[config.mk]
export PLATFORM = sky130hd
export DESIGN_NAME = odd_sum_sqrt_bounds_unit
export DESIGN_NICKNAME = d
export VERILOG_FILES = /design/src/rtl/osb_pkg.sv /design/src/rtl/odd_sum_sqrt_bounds_unit.sv /design/src/rtl/osb_div.sv /design/src/rtl/osb_datapath.sv /design/src/rtl/osb_ctrl.sv
export SDC_FILE = /design/constraint.sdc
export NUM_CORES = 1
export LEC_CHECK = 0
export BUFFER_PORTS_ARGS = -buffer_cell sky130_fd_sc_hd__buf_2
export CORE_UTILIZATION = 46
export DETAILED_ROUTE_END_ITERATION = 8
export GPL_ROUTABILITY_DRIVEN = 0
export PLACE_DENSITY = 0.65
export SLEW_MARGIN = 20
export SYNTH_ARGS = -nofsm -noshare
export SYNTH_HDL_FRONTEND = slang
export SYNTH_SLANG_ARGS = --single-unit
[constraint.sdc]
create_clock -name clk -period 11.8 [get_ports clk]
set_input_delay 1.77 -clock clk [delete_from_list [all_inputs] [get_ports clk]]
set_output_delay 1.77 -clock clk [all_outputs]
set_load 0.03 [all_outputs]
[src/rtl/osb_pkg.sv]
// Shared types and constants for the odd-step square-root bounds unit.
`default_nettype none

package osb_pkg;

  // Result field widths and saturation limits
  localparam int BOUND_W   = 16;
  localparam int EST_W     = 24;
  localparam int BOUND_MAX = 65535;
  localparam int EST_MAX   = 16777215;

  // Status codes
  localparam logic STS_OK    = 1'b0;
  localparam logic STS_RANGE = 1'b1;

  // Datapath operations issued by the controller
  typedef enum logic [3:0] {
    OP_NONE,
    OP_LOAD,
    OP_SCALE,
    OP_COARSE,
    OP_RADIX_DIV,
    OP_FINE,
    OP_DIVF_START,
    OP_RESULT
  } op_t;

  // Kind of result to be formed
  typedef enum logic [1:0] {
    RES_RANGE,
    RES_SMALL,
    RES_ROOT
  } res_t;

  typedef struct packed {
    op_t  op;
    res_t res;
  } cmd_t;

  typedef struct packed {
    logic too_big;
    logic too_small;
    logic coarse_done;
    logic fine_done;
    logic div_done;
  } sts_t;

endpackage

`default_nettype wire

[src/rtl/odd_sum_sqrt_bounds_unit.sv]
// Top level of the odd-step square-root bounds unit: controller plus datapath.
// A normal item passes through a coarse pass of large odd steps (about
//   sqrt(value*MULTIPLIER/LARGE_STEP) of them), a fine pass of refinement steps (around RADIX)
//   and the NUM_W-bit divider (40 with defaults) before out_valid.
// Values 0, 1 and above MAX_INPUT go from the input check straight to the result. One item at
//   a time; the next item is taken the cycle after the result is loaded.
// Synchronous active-high reset clears the controller and divider; no result is pending.
`default_nettype none

module odd_sum_sqrt_bounds_unit #(
  parameter int RADIX      = 10,
  parameter int LARGE_STEP = 100,
  parameter int MULTIPLIER = 10000,
  parameter int MAX_INPUT  = 65535,
  parameter int FRAC_BITS  = 8
) (
  input  wire logic                          clk,
  input  wire logic                          rst,
  input  wire logic                          in_valid,
  output logic                               in_stall,
  input  wire logic [31:0]                   value,
  output logic                               out_valid,
  input  wire logic                          out_stall,
  output logic                               status,
  output logic [osb_pkg::BOUND_W-1:0]        lower_num,
  output logic [osb_pkg::BOUND_W-1:0]        upper_num,
  output logic [osb_pkg::EST_W-1:0]          estimate
);

  osb_pkg::cmd_t cmd;
  osb_pkg::sts_t sts;

  osb_ctrl u_ctrl (
    .clk       (clk),
    .rst       (rst),
    .in_valid  (in_valid),
    .in_stall  (in_stall),
    .out_valid (out_valid),
    .out_stall (out_stall),
    .sts       (sts),
    .cmd       (cmd)
  );

  osb_datapath #(
    .RADIX      (RADIX),
    .LARGE_STEP (LARGE_STEP),
    .MULTIPLIER (MULTIPLIER),
    .MAX_INPUT  (MAX_INPUT),
    .FRAC_BITS  (FRAC_BITS)
  ) u_datapath (
    .clk       (clk),
    .rst       (rst),
    .cmd       (cmd),
    .sts       (sts),
    .value     (value),
    .status    (status),
    .lower_num (lower_num),
    .upper_num (upper_num),
    .estimate  (estimate)
  );

endmodule

`default_nettype wire

[src/rtl/osb_div.sv]
// Restoring divider, one quotient bit per cycle, unsigned operands.
`default_nettype none

module osb_div #(
  parameter int NUM_W = 40,
  parameter int DEN_W = 23
) (
  input  wire logic             clk,
  input  wire logic             rst,
  input  wire logic             start,
  input  wire logic [NUM_W-1:0] num,
  input  wire logic [DEN_W-1:0] den,
  output logic                  done,
  output logic [NUM_W-1:0]      quo
);

  localparam int CNT_W = $clog2(NUM_W + 1);

  logic             busy;
  logic [CNT_W-1:0] cnt;
  logic [DEN_W-1:0] rmd;
  logic [DEN_W-1:0] dvs;
  logic [DEN_W:0]   shifted;
  logic             ge;

  // Trial subtraction of the divisor from the shifted partial remainder
  assign shifted = {rmd, quo[NUM_W-1]};
  assign ge      = shifted >= {1'b0, dvs};

  // Control: busy flag, bit counter and completion pulse
  always_ff @(posedge clk) begin
    if (rst) begin
      busy <= 1'b0;
      done <= 1'b0;
      cnt  <= '0;
    end else begin
      done <= 1'b0;
      if (start) begin
        busy <= 1'b1;
        cnt  <= CNT_W'(NUM_W);
      end else if (busy) begin
        cnt <= cnt - CNT_W'(1);
        if (cnt == CNT_W'(1)) begin
          busy <= 1'b0;
          done <= 1'b1;
        end
      end
    end
  end

  // Datapath: partial remainder and quotient shift register
  always_ff @(posedge clk) begin
    if (start) begin
      rmd <= '0;
      dvs <= den;
      quo <= num;
    end else if (busy) begin
      if (ge) begin
        rmd <= DEN_W'(shifted - {1'b0, dvs});
      end else begin
        rmd <= DEN_W'(shifted);
      end
      quo <= {quo[NUM_W-2:0], ge};
    end
  end

endmodule

`default_nettype wire

[src/rtl/osb_datapath.sv]
// Datapath: scaling, odd-step search, refinement, interpolation and result registers.
`default_nettype none

module osb_datapath #(
  parameter int RADIX      = 10,
  parameter int LARGE_STEP = 100,
  parameter int MULTIPLIER = 10000,
  parameter int MAX_INPUT  = 65535,
  parameter int FRAC_BITS  = 8
) (
  input  wire logic                          clk,
  input  wire logic                          rst,
  input  wire osb_pkg::cmd_t                 cmd,
  output osb_pkg::sts_t                      sts,
  input  wire logic [31:0]                   value,
  output logic                               status,
  output logic [osb_pkg::BOUND_W-1:0]        lower_num,
  output logic [osb_pkg::BOUND_W-1:0]        upper_num,
  output logic [osb_pkg::EST_W-1:0]          estimate
);

  // Widths follow from the parameter ranges
  localparam int VAL_W  = $clog2(MAX_INPUT + 1);
  localparam int PROD_W = VAL_W + $clog2(MULTIPLIER + 1);
  localparam int K_W    = (PROD_W + 10) / 2 + 3;
  localparam int AW     = ((PROD_W > K_W) ? PROD_W : K_W) + 2;
  localparam int NUM_W  = AW + FRAC_BITS;
  localparam int BW     = K_W + 2;
  localparam int EW     = NUM_W + 2;
  localparam int KB_W   = K_W + 17;

  // Reciprocal of the radix, exact for every odd step that fits in K_W bits
  localparam int     RL_W    = $clog2(RADIX);
  localparam int     RS      = K_W + RL_W;
  localparam longint RECIP   = ((longint'(1) << RS) + longint'(RADIX) - 1) / longint'(RADIX);
  localparam int     RECIP_W = K_W + 2;
  localparam int     KP_W    = K_W + RECIP_W;

  // Estimate for an input of one, saturated
  localparam longint EST_ONE_L = longint'(2 * LARGE_STEP) << FRAC_BITS;
  localparam logic [osb_pkg::EST_W-1:0] EST_ONE =
    (EST_ONE_L > longint'(osb_pkg::EST_MAX)) ? osb_pkg::EST_W'(osb_pkg::EST_MAX)
                                              : osb_pkg::EST_W'(EST_ONE_L);

  logic [VAL_W-1:0]        val;
  logic                    big;
  logic                    small_in;
  logic signed [AW-1:0]    rem;
  logic [K_W-1:0]          k;
  logic                    frac_neg;
  logic signed [BW-1:0]    base;

  logic [PROD_W-1:0]       prod;
  logic signed [AW-1:0]    k_ext;
  logic signed [AW-1:0]    diff;
  logic signed [AW-1:0]    sum;
  logic signed [AW-1:0]    prev;
  logic signed [AW-1:0]    neg_prev;
  logic                    pick;
  logic signed [AW-1:0]    n_sel;
  logic [AW-1:0]           n_mag;
  logic [KP_W-1:0]         kdiv_prod;
  logic [K_W-1:0]          k_div;
  logic [NUM_W-1:0]        div_num;
  logic [K_W-1:0]          div_den;
  logic                    div_start;
  logic                    div_done;
  logic [NUM_W-1:0]        div_quo;
  logic signed [EW-1:0]    base_ext;
  logic signed [EW-1:0]    frac_ext;
  logic signed [EW-1:0]    est_s;
  logic [KB_W-1:0]         kb;
  logic [KB_W-1:0]         k_lo;
  logic [KB_W-1:0]         k_hi;

  // Scaling product and step arithmetic
  assign prod     = PROD_W'(val) * PROD_W'(MULTIPLIER);
  assign k_ext    = $signed(AW'(k));
  assign diff     = rem - k_ext;
  assign sum      = rem + k_ext;

  // Odd step divided by the radix through a reciprocal multiply
  assign kdiv_prod = KP_W'(k) * KP_W'(RECIP);
  assign k_div     = K_W'(kdiv_prod >> RS);

  // Interpolation choice: which remainder lies nearer zero
  assign prev     = rem - k_ext - AW'(2);
  assign neg_prev = -prev;
  assign pick     = neg_prev < rem;
  assign n_sel    = pick ? prev : rem;
  assign n_mag    = n_sel[AW-1] ? AW'(-n_sel) : AW'(n_sel);

  // Divider: remainder magnitude by the odd step
  assign div_start = cmd.op == osb_pkg::OP_DIVF_START;
  assign div_num   = NUM_W'(n_mag) << FRAC_BITS;
  assign div_den   = k;

  osb_div #(
    .NUM_W (NUM_W),
    .DEN_W (K_W)
  ) u_div (
    .clk   (clk),
    .rst   (rst),
    .start (div_start),
    .num   (div_num),
    .den   (div_den),
    .done  (div_done),
    .quo   (div_quo)
  );

  // Status back to the controller
  always_comb begin
    sts.too_big     = big;
    sts.too_small   = small_in;
    sts.coarse_done = diff[AW-1];
    sts.fine_done   = (sum > AW'(0)) || (k < K_W'(2));
    sts.div_done    = div_done;
  end

  // Estimate and bound arithmetic for a normal result
  assign base_ext = EW'(base);
  assign frac_ext = (k == '0) ? '0 : $signed(EW'(div_quo));
  assign est_s    = (base_ext <<< FRAC_BITS) + (frac_neg ? -frac_ext : frac_ext);
  assign kb       = KB_W'(k);
  assign k_lo     = kb - KB_W'(1);
  assign k_hi     = kb + KB_W'(1);

  // Working registers
  always_ff @(posedge clk) begin
    case (cmd.op)
      osb_pkg::OP_LOAD: begin
        big      <= value > 32'(MAX_INPUT);
        small_in <= value < 32'd2;
        val      <= value[VAL_W-1:0];
      end
      osb_pkg::OP_SCALE: begin
        rem <= $signed(AW'(prod));
        k   <= K_W'(LARGE_STEP);
      end
      osb_pkg::OP_COARSE: begin
        rem <= diff;
        if (!diff[AW-1]) begin
          k <= k + K_W'(2 * LARGE_STEP);
        end
      end
      osb_pkg::OP_RADIX_DIV: begin
        k <= k_div + K_W'(RADIX - 1);
      end
      osb_pkg::OP_FINE: begin
        rem <= sum;
        if (!((sum > AW'(0)) || (k < K_W'(2)))) begin
          k <= k - K_W'(2);
        end
      end
      osb_pkg::OP_DIVF_START: begin
        frac_neg <= n_sel[AW-1];
        if (pick) begin
          base <= $signed(BW'(k)) + BW'(1);
        end else begin
          base <= $signed(BW'(k)) - BW'(1);
        end
      end
      default: begin
      end
    endcase
  end

  // Result registers
  always_ff @(posedge clk) begin
    if (cmd.op == osb_pkg::OP_RESULT) begin
      case (cmd.res)
        osb_pkg::RES_RANGE: begin
          status    <= osb_pkg::STS_RANGE;
          lower_num <= '0;
          upper_num <= '0;
          estimate  <= '0;
        end
        osb_pkg::RES_SMALL: begin
          status    <= osb_pkg::STS_OK;
          lower_num <= '0;
          upper_num <= osb_pkg::BOUND_W'(2 * LARGE_STEP);
          estimate  <= val[0] ? EST_ONE : '0;
        end
        default: begin
          status <= osb_pkg::STS_OK;
          if (k == '0) begin
            lower_num <= '0;
          end else if (k_lo > KB_W'(osb_pkg::BOUND_MAX)) begin
            lower_num <= osb_pkg::BOUND_W'(osb_pkg::BOUND_MAX);
          end else begin
            lower_num <= osb_pkg::BOUND_W'(k_lo);
          end
          if (k_hi > KB_W'(osb_pkg::BOUND_MAX)) begin
            upper_num <= osb_pkg::BOUND_W'(osb_pkg::BOUND_MAX);
          end else begin
            upper_num <= osb_pkg::BOUND_W'(k_hi);
          end
          if (est_s[EW-1]) begin
            estimate <= '0;
          end else if (est_s > $signed(EW'(osb_pkg::EST_MAX))) begin
            estimate <= osb_pkg::EST_W'(osb_pkg::EST_MAX);
          end else begin
            estimate <= osb_pkg::EST_W'(est_s);
          end
        end
      endcase
    end
  end

endmodule

`default_nettype wire

[src/rtl/osb_ctrl.sv]
// Controller: sequences one item through the datapath and owns both handshakes.
`default_nettype none

module osb_ctrl (
  input  wire logic          clk,
  input  wire logic          rst,
  input  wire logic          in_valid,
  output logic               in_stall,
  output logic               out_valid,
  input  wire logic          out_stall,
  input  wire osb_pkg::sts_t sts,
  output osb_pkg::cmd_t      cmd
);

  typedef enum logic [3:0] {
    S_IDLE,
    S_CHECK,
    S_SCALE,
    S_COARSE,
    S_RADIX,
    S_FINE,
    S_DIVF_GO,
    S_DIVF_WAIT,
    S_DONE
  } state_t;

  state_t        state;
  osb_pkg::res_t res_kind;
  logic          out_free;

  // Output register can take a result when empty or being drained
  assign out_free = !out_valid || !out_stall;
  assign in_stall = state != S_IDLE;

  // Datapath command for the current state
  always_comb begin
    cmd.res = res_kind;
    case (state)
      S_IDLE:      cmd.op = in_valid ? osb_pkg::OP_LOAD : osb_pkg::OP_NONE;
      S_SCALE:     cmd.op = osb_pkg::OP_SCALE;
      S_COARSE:    cmd.op = osb_pkg::OP_COARSE;
      S_RADIX:     cmd.op = osb_pkg::OP_RADIX_DIV;
      S_FINE:      cmd.op = osb_pkg::OP_FINE;
      S_DIVF_GO:   cmd.op = osb_pkg::OP_DIVF_START;
      S_DONE:      cmd.op = out_free ? osb_pkg::OP_RESULT : osb_pkg::OP_NONE;
      default:     cmd.op = osb_pkg::OP_NONE;
    endcase
  end

  // State, result kind and output valid
  always_ff @(posedge clk) begin
    if (rst) begin
      state     <= S_IDLE;
      res_kind  <= osb_pkg::RES_ROOT;
      out_valid <= 1'b0;
    end else begin
      // a new result replaces one that is being taken
      if (state == S_DONE && out_free) begin
        out_valid <= 1'b1;
      end else if (out_valid && !out_stall) begin
        out_valid <= 1'b0;
      end
      case (state)
        S_IDLE: begin
          if (in_valid) begin
            state <= S_CHECK;
          end
        end
        S_CHECK: begin
          if (sts.too_big) begin
            res_kind <= osb_pkg::RES_RANGE;
            state    <= S_DONE;
          end else if (sts.too_small) begin
            res_kind <= osb_pkg::RES_SMALL;
            state    <= S_DONE;
          end else begin
            res_kind <= osb_pkg::RES_ROOT;
            state    <= S_SCALE;
          end
        end
        S_SCALE: begin
          state <= S_COARSE;
        end
        S_COARSE: begin
          if (sts.coarse_done) begin
            state <= S_RADIX;
          end
        end
        S_RADIX: begin
          state <= S_FINE;
        end
        S_FINE: begin
          if (sts.fine_done) begin
            state <= S_DIVF_GO;
          end
        end
        S_DIVF_GO: begin
          state <= S_DIVF_WAIT;
        end
        S_DIVF_WAIT: begin
          if (sts.div_done) begin
            state <= S_DONE;
          end
        end
        S_DONE: begin
          if (out_free) begin
            state <= S_IDLE;
          end
        end
        default: begin
          state <= S_IDLE;
        end
      endcase
    end
  end

endmodule

`default_nettype wire

# Word level (Yosys, flattened, before mapping)
# Index checks and enable logic that the tools add are counted.
dict set report op_classes {
  order_cmp 9
  reduce_logical 19
  mux 41
  n_eq_ne 24
  n_addsub 16
  n_bitwise 1
  multipliers 2
}
# op n
set op_table {}
lappend op_table {{two-way mux 40 bit} 3}
lappend op_table {{one-hot mux 32 bit (3 select lines)} 1}
lappend op_table {{one-hot mux 23 bit (4 select lines)} 1}
lappend op_table {{greater-than comparator 40 x 16 -> 1 bit, second input constant} 2}
lappend op_table {{two-way mux 23 bit} 3}
lappend op_table {{two-way mux 32 bit} 2}
lappend op_table {{negation 32 bit} 2}
lappend op_table {{adder 23 x 1 -> 24 bit, second input constant} 2}
lappend op_table {{two-way mux 16 bit} 3}
lappend op_table {{two-way mux 24 bit} 2}
lappend op_table {{one-hot mux 24 bit (2 select lines)} 1}
lappend op_table {{subtractor 23 x 1 -> 24 bit, second input constant} 2}
lappend op_table {{multiplier 23 x 24 -> 47 bit, second input constant} 1}
lappend op_table {{adder 33 x 42 -> 42 bit} 1}
lappend op_table {{greater-than comparator 42 x 25 -> 1 bit, second input constant} 1}
lappend op_table {{two-way mux 42 bit} 1}
lappend op_table {{negation 42 bit} 1}
lappend op_table {{one-hot mux 4 bit (9 select lines)} 1}
lappend op_table {{adder 32 x 24 -> 32 bit} 1}
lappend op_table {{equality test 4 x 3 -> 1 bit, second input constant} 8}
lappend op_table {{greater-than comparator 32 x 1 -> 1 bit, second input constant} 1}
lappend op_table {{greater-than comparator 32 x 16 -> 1 bit, second input constant} 1}
lappend op_table {{less-than comparator 32 x 2 -> 1 bit, second input constant} 1}
lappend op_table {{less-than comparator 32 bit} 1}
lappend op_table {{other kinds (39)} 69}
dict set report word_totals {
  out_inout_bits 59
  register_bits 257
  wordCells 134
  in_bits 36
}

# Logic depth before layout (Yosys ltp)
# Gate-level depths: netlist of run 1.
dict set report depth {
  word_depth 9
  ltp_mapped 37
  ltp_nobuf 32
}

# Cells and area by module
# A second synthesis of run 1 with hierarchy kept.
dict set report hier_totals {
  hier_cells 3962
  hier_area_um2 34643.2
}
# mod seq_area_each_um2 area_per_inst_um2 instances cells_each
set by_module_without_submodules {}
lappend by_module_without_submodules {osb_datapath 4684.5 28727.6 1 3399}
lappend by_module_without_submodules {osb_div 2512.4 5405.2 1 499}
lappend by_module_without_submodules {osb_ctrl 140.1 510.5 1 64}

# Worst setup path before layout of run 1
# No wires, ideal clock.
dict set report synth_path {
  kind {register -> register}
  start {register u_datapath.k[2], in the netlist u_datapath.div_den[2]}
  end {register u_datapath.u_div.quo[38], data pin}
  synth_period_minus_slack_ns 8.421
  slack_ns 3.379
  arrival_time_ns 8.156
  required_time_ns 11.535
  setup_ns 0.265
  n_path_buf 5
  path_stages_with_launch 35
  cell_sequence {edfxtp_1 -> clkbuf_1 -> inv_1 -> ha_1 -> buf_2 -> nor2b_2 -> o2111a_2 -> or4b_4 -> and3_4 -> or4_4 -> nor4_4 -> xnor2_1 -> nand3_2 -> a2111oi_4 -> and3_1 -> nand3_2 -> nor3_2 -> xnor2_1 -> ha_1 -> nand4_1 -> nor4_1 -> o21ai_0 -> a311o_1 -> nand2_1 -> clkbuf_1 -> clkbuf_1 -> clkbuf_1 -> a21oi_1 -> ha_1 -> a21boi_0 -> nand3b_1 -> and4bb_1 -> a41oi_1 -> xor2_1 -> o21ai_1}
}
dict set report synth_between {
  elab_chain_len 8
}
# element line
set synth_rtl {}
lappend synth_rtl {{start, declared} osb_datapath.sv:49} ;# logic [K_W-1:0] k;
lappend synth_rtl {{start signal, assigned} osb_datapath.sv:138} ;# k <= K_W'(LARGE_STEP);
lappend synth_rtl {{start signal, assigned} osb_datapath.sv:143} ;# k <= k + K_W'(2 * LARGE_STEP);
lappend synth_rtl {{start signal, assigned} osb_datapath.sv:147} ;# k <= k_div + K_W'(RADIX - 1);
lappend synth_rtl {{subtractor 32 x 24 -> 32 bit *} osb_datapath.sv:87} ;# assign prev = rem - k_ext - AW'(2);
lappend synth_rtl {{subtractor 32 x 3 -> 32 bit *} osb_datapath.sv:87}
lappend synth_rtl {{negation 32 bit} osb_datapath.sv:88} ;# assign neg_prev = -prev;
lappend synth_rtl {{less-than comparator 32 bit} osb_datapath.sv:89} ;# assign pick = neg_prev < rem;
lappend synth_rtl {{two-way mux 32 bit *} osb_datapath.sv:90} ;# assign n_sel = pick ? prev : rem;
lappend synth_rtl {{negation 32 bit} osb_datapath.sv:91} ;# assign n_mag = n_sel[AW-1] ? AW'(-n_sel) : AW'(n_sel);
lappend synth_rtl {{two-way mux 32 bit *} osb_datapath.sv:91}
lappend synth_rtl {{two-way mux 40 bit *} osb_div.sv:53} ;# if (start) begin
lappend synth_rtl {{end signal, assigned} osb_div.sv:56} ;# quo <= num;
lappend synth_rtl {{end signal, assigned} osb_div.sv:63} ;# quo <= {quo[NUM_W-2:0], ge};
lappend synth_rtl {{end, declared} osb_div.sv:14} ;# output logic [NUM_W-1:0] quo
# Mark *: on every way between the ends. The rest lies on a longest branch, timed or not.
# A chain may end at the register's enable or synchronous reset.

# Final worst setup path of run 1
dict set report layout_path {
  start {register u_datapath.k[5], in the netlist u_datapath.div_den[5]}
  end {register u_datapath.u_div.quo[37], data pin}
}
# Same word-level chain as after synthesis.

==> summary.txt, run 1 <==
Timing
  – Final hold violation count: 0
  – Slew headroom: 23.3%
  – Total setup violations reported at the end of the flow: 0
  – Period utilisation layout: 85.0%
  – Setup repair after global routing missed its margin: no
  – Fmax: 99.7 MHz
  – Minimum clock period after layout: 10.03 ns
  – Fin Clk Skew: 0.0361 ns
  – Final-report max-slew violation count: 0
  – Total negative slack: 0 ns
  – Measured slew at the worst slew-check pin: 1.14 ns

Flow run
  – Reported max-cap violation count: 0

Detailed routing
  – Wire length per cell after detailed routing: 20.6 µm
  – Starting DRC count in detailed routing: 2814
  – Drt pass-1 iters: 8
  – Vias per inst: slightly below 6
  – Routed Wire Length: about 100 mm
  – Total number of vias: roughly 29000
  – Antenna viol nets, final: 0
  – Number of design rule violations left after detail routing: 0

Die
  – Boundary pin count: between 90 and 100
  – Initial standard-cell utilization of the core: about 47%
  – Vert. Die Dim: 272 µm
  – Die ar.: roughly 74000 µm²
  – Std-Cell Core Area: approximately 72000 µm²
  – Die width: 272 µm
  – Number of standard-cell rows in the floorplan: 98

Logic synthesis
  – Synth Register Bits: 257
  – Post-synth EDFFs: 211
  – Avg Inst Size Synth: 8.64 µm²
  – Most repeated cell in the gate-level netlist after synthesis: inv_1
  – Count of distinct cell types in the synthesized netlist: 101
  – Yosys top cell area share: approximately a fifth
  – Top cells by instance count after synthesis: 463 x inv_1, 441 x ha_1, 289 x a21oi_1
  – Proportion of register bits with asynchronous set or reset after synthesis: 0%
  – Post-synth top area cell: edfxtp_1
  – Gate Count Post-Synth: 3884
  – Portion of the post-synthesis area used by sequential elements: a little over a fifth
  – Flip-flop cell with the highest count after synthesis: edfxtp_1
  – Area of the mapped netlist: 33600 µm²
  – Synthesized Nets: 4543
  – Number of synthesis warnings: 0
  – Main area contributors after synthesis: edfxtp_1 19%, ha_1 16%, fa_1 11%, xnor2_1 5.5%, inv_1 5.2%

GRT
  – Global router's overall resource usage: 26.8%
  – Number of antenna violations at the first check in global routing: 6
  – Remaining Overflow, GRT: 0
  – Vias in the first global route: 27198
  – Wire length of the first global-routing pass: between 150 and 200 mm
  – Maximum number of pins on one net before global-route repair: just under 70

Worst setup path
  – Worst Path Arrival: 10.32 ns
  – Crit Path Category: flop to flop
  – Startpoint Class: flop
  – Largest fanout of any net on the critical path: 41
  – Type of destination of the critical path: flop
  – Data required time at the worst endpoint: 12.09 ns

CTS
  – Cell at the root of the clock tree: clkbuf_16
  – Clock H-tree levels: 2
  – Post-CTS setup buffer count: 0
  – Number of buffers added by the clock tree synthesis step: 34
  – Maximum count of clock buffers along a single path: 3
  – # hold bufs at CTS: 0
  – Source-to-sink clock delay at the later pin of the worst-skew pair: 0.58 ns
  – Post-CTS resize count: 0
  – Clock tree from TritonCTS: built
  – Clk slew on worst S/H paths: 0.07 ns
  – Clk sinks: 257

Cells and area
  – Summed area of non-filler cells in the final layout: 36100 µm²
  – Layout cell share with drive strength beyond 1: between 7 and 8%
  – Fill cell total of the finished layout: roughly 7000
  – Sequential cell area in the final layout: around 7300 µm²
  – Area growth, synth to finish: 7.59%
  – Area of the multi-input gates: approximately 24000 µm²
  – Final #Nets: 4562

Place
  – Count of buffers from port buffering: 94
  – Post-DP HPWL: 80.2 mm
  – Placed standard-cell area: 35000 µm²

Min path
  – Hold Crit Class: flop to flop

Status
  – Result of the run: completed
## sequential cells by signal, indices dropped and copies added (netlist names)
signal                 flops
u_datapath.u_div.dvs      23
u_ctrl.res_kind            2
u_datapath.upper_num      16
u_datapath.small_in        1
u_datapath.u_div.cnt       6
u_datapath.status          1
u_ctrl.out_valid           1
u_datapath.rem            32
u_datapath.lower_num      16
u_datapath.u_div.done      1
u_datapath.val            16
u_datapath.u_div.quo      40
u_datapath.base           25
u_datapath.big             1
u_datapath.u_div.rmd      23
u_ctrl.state               4
u_datapath.frac_neg        1
u_datapath.u_div.busy      1
u_datapath.div_den        23
u_datapath.estimate       24
## critical path, stage by stage (launching register included)
cell,delay (ns)
edfxtp_1,0.65
clkinv_1,0.50
ha_1,0.66
o2111a_2,0.33
or4b_4,0.50
and3_4,0.20
nor4_2,0.72
nand4_1,0.58
or3_1,0.53
a21oi_1,0.12
o21ai_0,0.16
nor3_1,0.48
nand3_2,0.20
nor3_2,0.23
xnor2_1,0.09
ha_1,0.32
nand4_1,0.14
nor4_1,0.50
o21ai_0,0.18
a311o_1,0.32
and2_2,0.49
buf_4,0.40
or3_1,0.41
o21ai_1,0.19
and4_1,0.40
a41oi_1,0.17
xor2_1,0.18
o21ai_1,0.08
## metrics by stage
step / instances / util (%) / setup WS, ns / hold WS (ns)
2_1_floorplan: 3884 / - / 3.38 / 0.464
3_3_place_gp: 4817 / 48.7 / 2.27 / 0.484
3_5_place_dp: 4817 / 48.7 / 2.06 / 0.494
4_1_cts: 4877 / 50.3 / 1.99 / 0.504
5_1_grt: 4877 / 50.3 / 1.16 / 0.556
6_report: 4878 / 50.3 / 1.77 / 0.501
## per-layer routing
| metal | global-route usage, % | wire (µm) | up-vias |
|---|---|---|---|
| met5 | 0.706 | 137 | - |
| met4 | 8.10 | 3280 | 10 |
| met3 | 4.18 | 9440 | 205 |
| met2 | 41.3 | 42900 | 1260 |
| met1 | 38.5 | 44800 | 13731 |
| li1 | - | - | 13854 |
## cell families (layout without fill, tap and decap cells)
kind of cell,Yosys count,in the layout,share of synthesized area (%)
AND/OR/NAND/NOR,1080,1080,16.1
AO/OA/AOI/OAI,948,948,18.5
adder cells (fa/ha/maj),624,624,27.3
buffers and inverters,621,664,7.08
XOR/XNOR,315,315,8.24
flip-flops,257,257,21.6
multiplexers,39,39,1.18
other,0,1,0
## worst paths after layout
check                           from                  endpoint  slack, ns  depth (start not counted)
min reg2reg  u_datapath.u_div.cnt[1]   u_datapath.u_div.cnt[1]       0.50                          2
min          u_datapath.u_div.cnt[1]   u_datapath.u_div.cnt[1]       0.50                          2
max reg2reg    u_datapath.div_den[5]  u_datapath.u_div.quo[37]       1.77                         27
max            u_datapath.div_den[5]  u_datapath.u_div.quo[37]       1.77                         27
## area by class of cell
cell class,count,share of cell area (%)
multi-input combinational,3006,66.5
tap,950,3.29
antenna,1,0.00693
sequential,257,20.1
clock buffer,45,2.58
clock inverter,15,0.533
inverter,471,4.89
timing repair buffer,133,2.11
## cells in the final DEF (no fill, tap or decap), types with 27 or more instances in the layout
master     synthesis  final
inv_1            463    461
ha_1             441    441
a21oi_1          289    285
nor2_1           261    258
nand2_1          251    250
edfxtp_1         211    211
xnor2_1          209    209
o21ai_0          191    191
fa_1             182    182
nand3_1          116    115
xor2_1           105    105
nor3_1            98     97
buf_2             19     94
a21o_1            59     59
nand4_1           49     49
dfxtp_1           46     45
nor4_1            45     43
nand2b_1          41     40
buf_4              2     39
and2_1            36     35
mux2i_1           34     34
clkbuf_16          0     34
or3_1             31     31
a31oi_1           31     31
o31ai_1           30     30
o22ai_1           29     29
a211oi_1          27     27
Power of run 1 is not shown: default switching activity piles up to over one toggle a cycle in this logic, so the estimate is an artifact.
==> inputs of run 2 (changes only) <==
Settings changed: PLACE_DENSITY 0.65 to 0.67.
Clock period 11.8 ns to 8.7 ns, I/O delays scaled along.
==> summary.txt, run 2 (same netlist as run 1, synthesis figures left out) <==
Die
  – Number of standard-cell rows in the floorplan: 98 (unchanged)
  – Boundary pin count: 95 (unchanged)
  – Std-Cell Core Area: 71900 µm² (unchanged)
  – Die width: 272 µm (unchanged)
  – Die ar.: 74100 µm² (unchanged)
  – Initial standard-cell utilization of the core: 46.7% (unchanged)
  – Vert. Die Dim: 272 µm (unchanged)

CTS
  – Cell at the root of the clock tree: clkbuf_16
  – Clk slew on worst S/H paths: 0.07 ns (about the same)
  – Source-to-sink clock delay at the later pin of the worst-skew pair: 0.63 ns (+0.05 ns)
  – Clock tree from TritonCTS: built
  – Clock H-tree levels: 1 (-1)
  – # hold bufs at CTS: 0 (unchanged)
  – Clk sinks: 257 (unchanged)
  – Post-CTS setup buffer count: 0 (unchanged)
  – Maximum count of clock buffers along a single path: 3 (unchanged)
  – Number of buffers added by the clock tree synthesis step: 31 (-8.8%)

Worst setup path
  – Type of destination of the critical path: flop
  – Number of buffer and inverter instances along the worst setup path: 3 (+1)
  – Cell with the largest stage delay on the worst path: or4_4
  – CP peak stage delay: 0.65 ns (-0.07 ns)
  – Worst r2r src: u_datapath.div_den[8]
  – Worst reg2reg path depth: 32 (+19%)
  – Crit Path Category: flop to flop
  – Endpoint of the most critical register-to-register path: u_datapath.estimate[15]
  – Total number of cells along the worst setup path: 32 (+19%)
  – CP top delay family: simple AND/OR/NAND/NOR gates
  – Largest fanout of any net on the critical path: 24 (-41%)
  – Crit path launch: u_datapath.div_den[8]
  – Slack of the worst reg-to-reg path: 0.39 ns (-1.38 ns)
  – Startpoint Class: flop
  – Data required time at the worst endpoint: 9.03 ns (-3.06 ns)
  – Worst Path Arrival: 8.64 ns (-1.68 ns)

Flow run
  – Reported max-cap violation count: 0 (unchanged)

Detailed routing
  – Total number of vias: 29292 (+0.80%)
  – Antenna viol nets, final: 0 (unchanged)
  – Wire length per cell after detailed routing: 20.3 µm (-1.6%)
  – Routed Wire Length: 100 mm (-0.26%)
  – Starting DRC count in detailed routing: 2819 (+0.18%)
  – Number of design rule violations left after detail routing: 0 (unchanged)
  – Vias per inst: 5.93 (-0.53%)
  – Drt pass-1 iters: 6 (-2)

Timing
  – Slew headroom: 19.8% (-3.5 points)
  – Final hold violation count: 0 (unchanged)
  – Final-report max-slew violation count: 0 (unchanged)
  – Period utilisation layout: 95.5% (+11 points)
  – Total setup violations reported at the end of the flow: 0 (unchanged)
  – Fmax: 120 MHz (+21%)
  – Measured slew at the worst slew-check pin: 1.19 ns (+0.0581 ns)
  – Setup ws final: 0.390 ns (-1.38 ns)
  – Minimum clock period after layout: 8.31 ns (-1.72 ns)
  – Fin Clk Skew: 0.0277 ns (-0.00843 ns)

Cells and area
  – Area growth, synth to finish: 9.35%
  – Fill cell total of the finished layout: 6803 (-0.96%)
  – Summed area of non-filler cells in the final layout: 36700 µm² (+1.6%)
  – Final #Nets: 4629 (+1.5%)
  – Most common cell after layout, fill and taps aside: inv_1
  – Layout cell share with drive strength beyond 1: 9.09% (+2.0 points)
  – Largest registers in the final layout: u_datapath.u_div.quo x40, u_datapath.rem x32, u_datapath.base x25
  – Leading cell types in the layout, fill and taps excluded: 462 x inv_1, 438 x ha_1, 285 x a21oi_1
  – Number of flip-flops under the largest register name: 40 (unchanged)
  – Antenna Diode Count: 0 (-1)
  – Register ranked first by flip-flop count: u_datapath.u_div.quo

Min path
  – Min-Delay Endpoint: u_datapath.u_div.rmd[8]
  – Hold Crit Class: flop to flop
  – Hold Crit Start: u_datapath.u_div.rmd[8]
  – Hold path cells: 2 (unchanged)

Place
  – Placed standard-cell area: 35500 µm² (+1.5%)
  – Post-DP HPWL: 80.7 mm (+0.64%)
  – Count of buffers from port buffering: 94 (unchanged)
  – Pre-CTS setup slack: 0.249 ns (-1.81 ns)

GRT
  – Maximum number of pins on one net before global-route repair: 62 (-10%)
  – Vias in the first global route: 27357 (+0.58%)
  – Remaining Overflow, GRT: 0 (unchanged)
  – Wire length of the first global-routing pass: 156 mm (about the same)
  – Global router's overall resource usage: 26.6% (-0.22 points)
  – Number of antenna violations at the first check in global routing: 1 (-5)

Status
  – Result of the run: completed
run 2: changes by cell type in the layout (fill, tap and decap cells not counted), sizes merged:
cell      delta
clkinv       -6
clkbuf      -11
clkinvlp     +4
buf         +70
inv          +5
diode        -1
bufinv       +4
run 2: layer usage:
metal | vias up | wire [µm] | track usage (%)
met5 | - | 13 | 0
met4 | 2 | 3210 | 7.69
met1 | 13810 | 44700 | 38.4
met3 | 202 | 9390 | 4.76
met2 | 1306 | 43000 | 40.5
li1 | 13972 | - | -
run 2: final cells by class:
class	instances	area [µm²]	share of cell area [%]
Clock inverter	22	340	0.927
Sequential cell	257	7260	19.8
Clock buffer	34	797	2.17
Tap cell	950	1190	3.24
Inverter	471	1770	4.82
Multi-Input combinational cell	3006	24100	65.6
Timing Repair Buffer	203	1290	3.52
run 2: stage by stage:
stage / setup TNS, ns / util [%] / instances / hold slack [ns]
3_3_place_gp: 0 / 49.4 / 4887 / 0.487
5_1_grt: -0.0307 / 51.1 / 4943 / 0.547
4_1_cts: 0 / 51.0 / 4943 / 0.507
2_1_floorplan: 0 / - / 3884 / 0.464
3_5_place_dp: 0 / 49.4 / 4887 / 0.487
6_report: 0 / 51.1 / 4943 / 0.503
run 2: worst max path at each step:
| stage | to |
|---|---|
| after floorplan | u_datapath.u_div.quo[38] |
| after global placement | u_datapath.u_div.quo[38] |
| after detailed placement | u_datapath.u_div.quo[36] |
| after global routing | u_datapath.u_div.quo[36] |
| after CTS | u_datapath.u_div.quo[36] |
| final | u_datapath.estimate[15] |
run 2: what timing repair did:
item,CTS,global route
resized for setup,0,14
hold endpoints to repair,0,0
endpoints found under the setup margin,0,51
run 2: worst min-delay path, stage by stage (launching register included):
cell	delay, ns
dfxtp_1	0.35
nand2_1	0.05
o311ai_0	0.07
Power of run 2 is left out for the same reason.
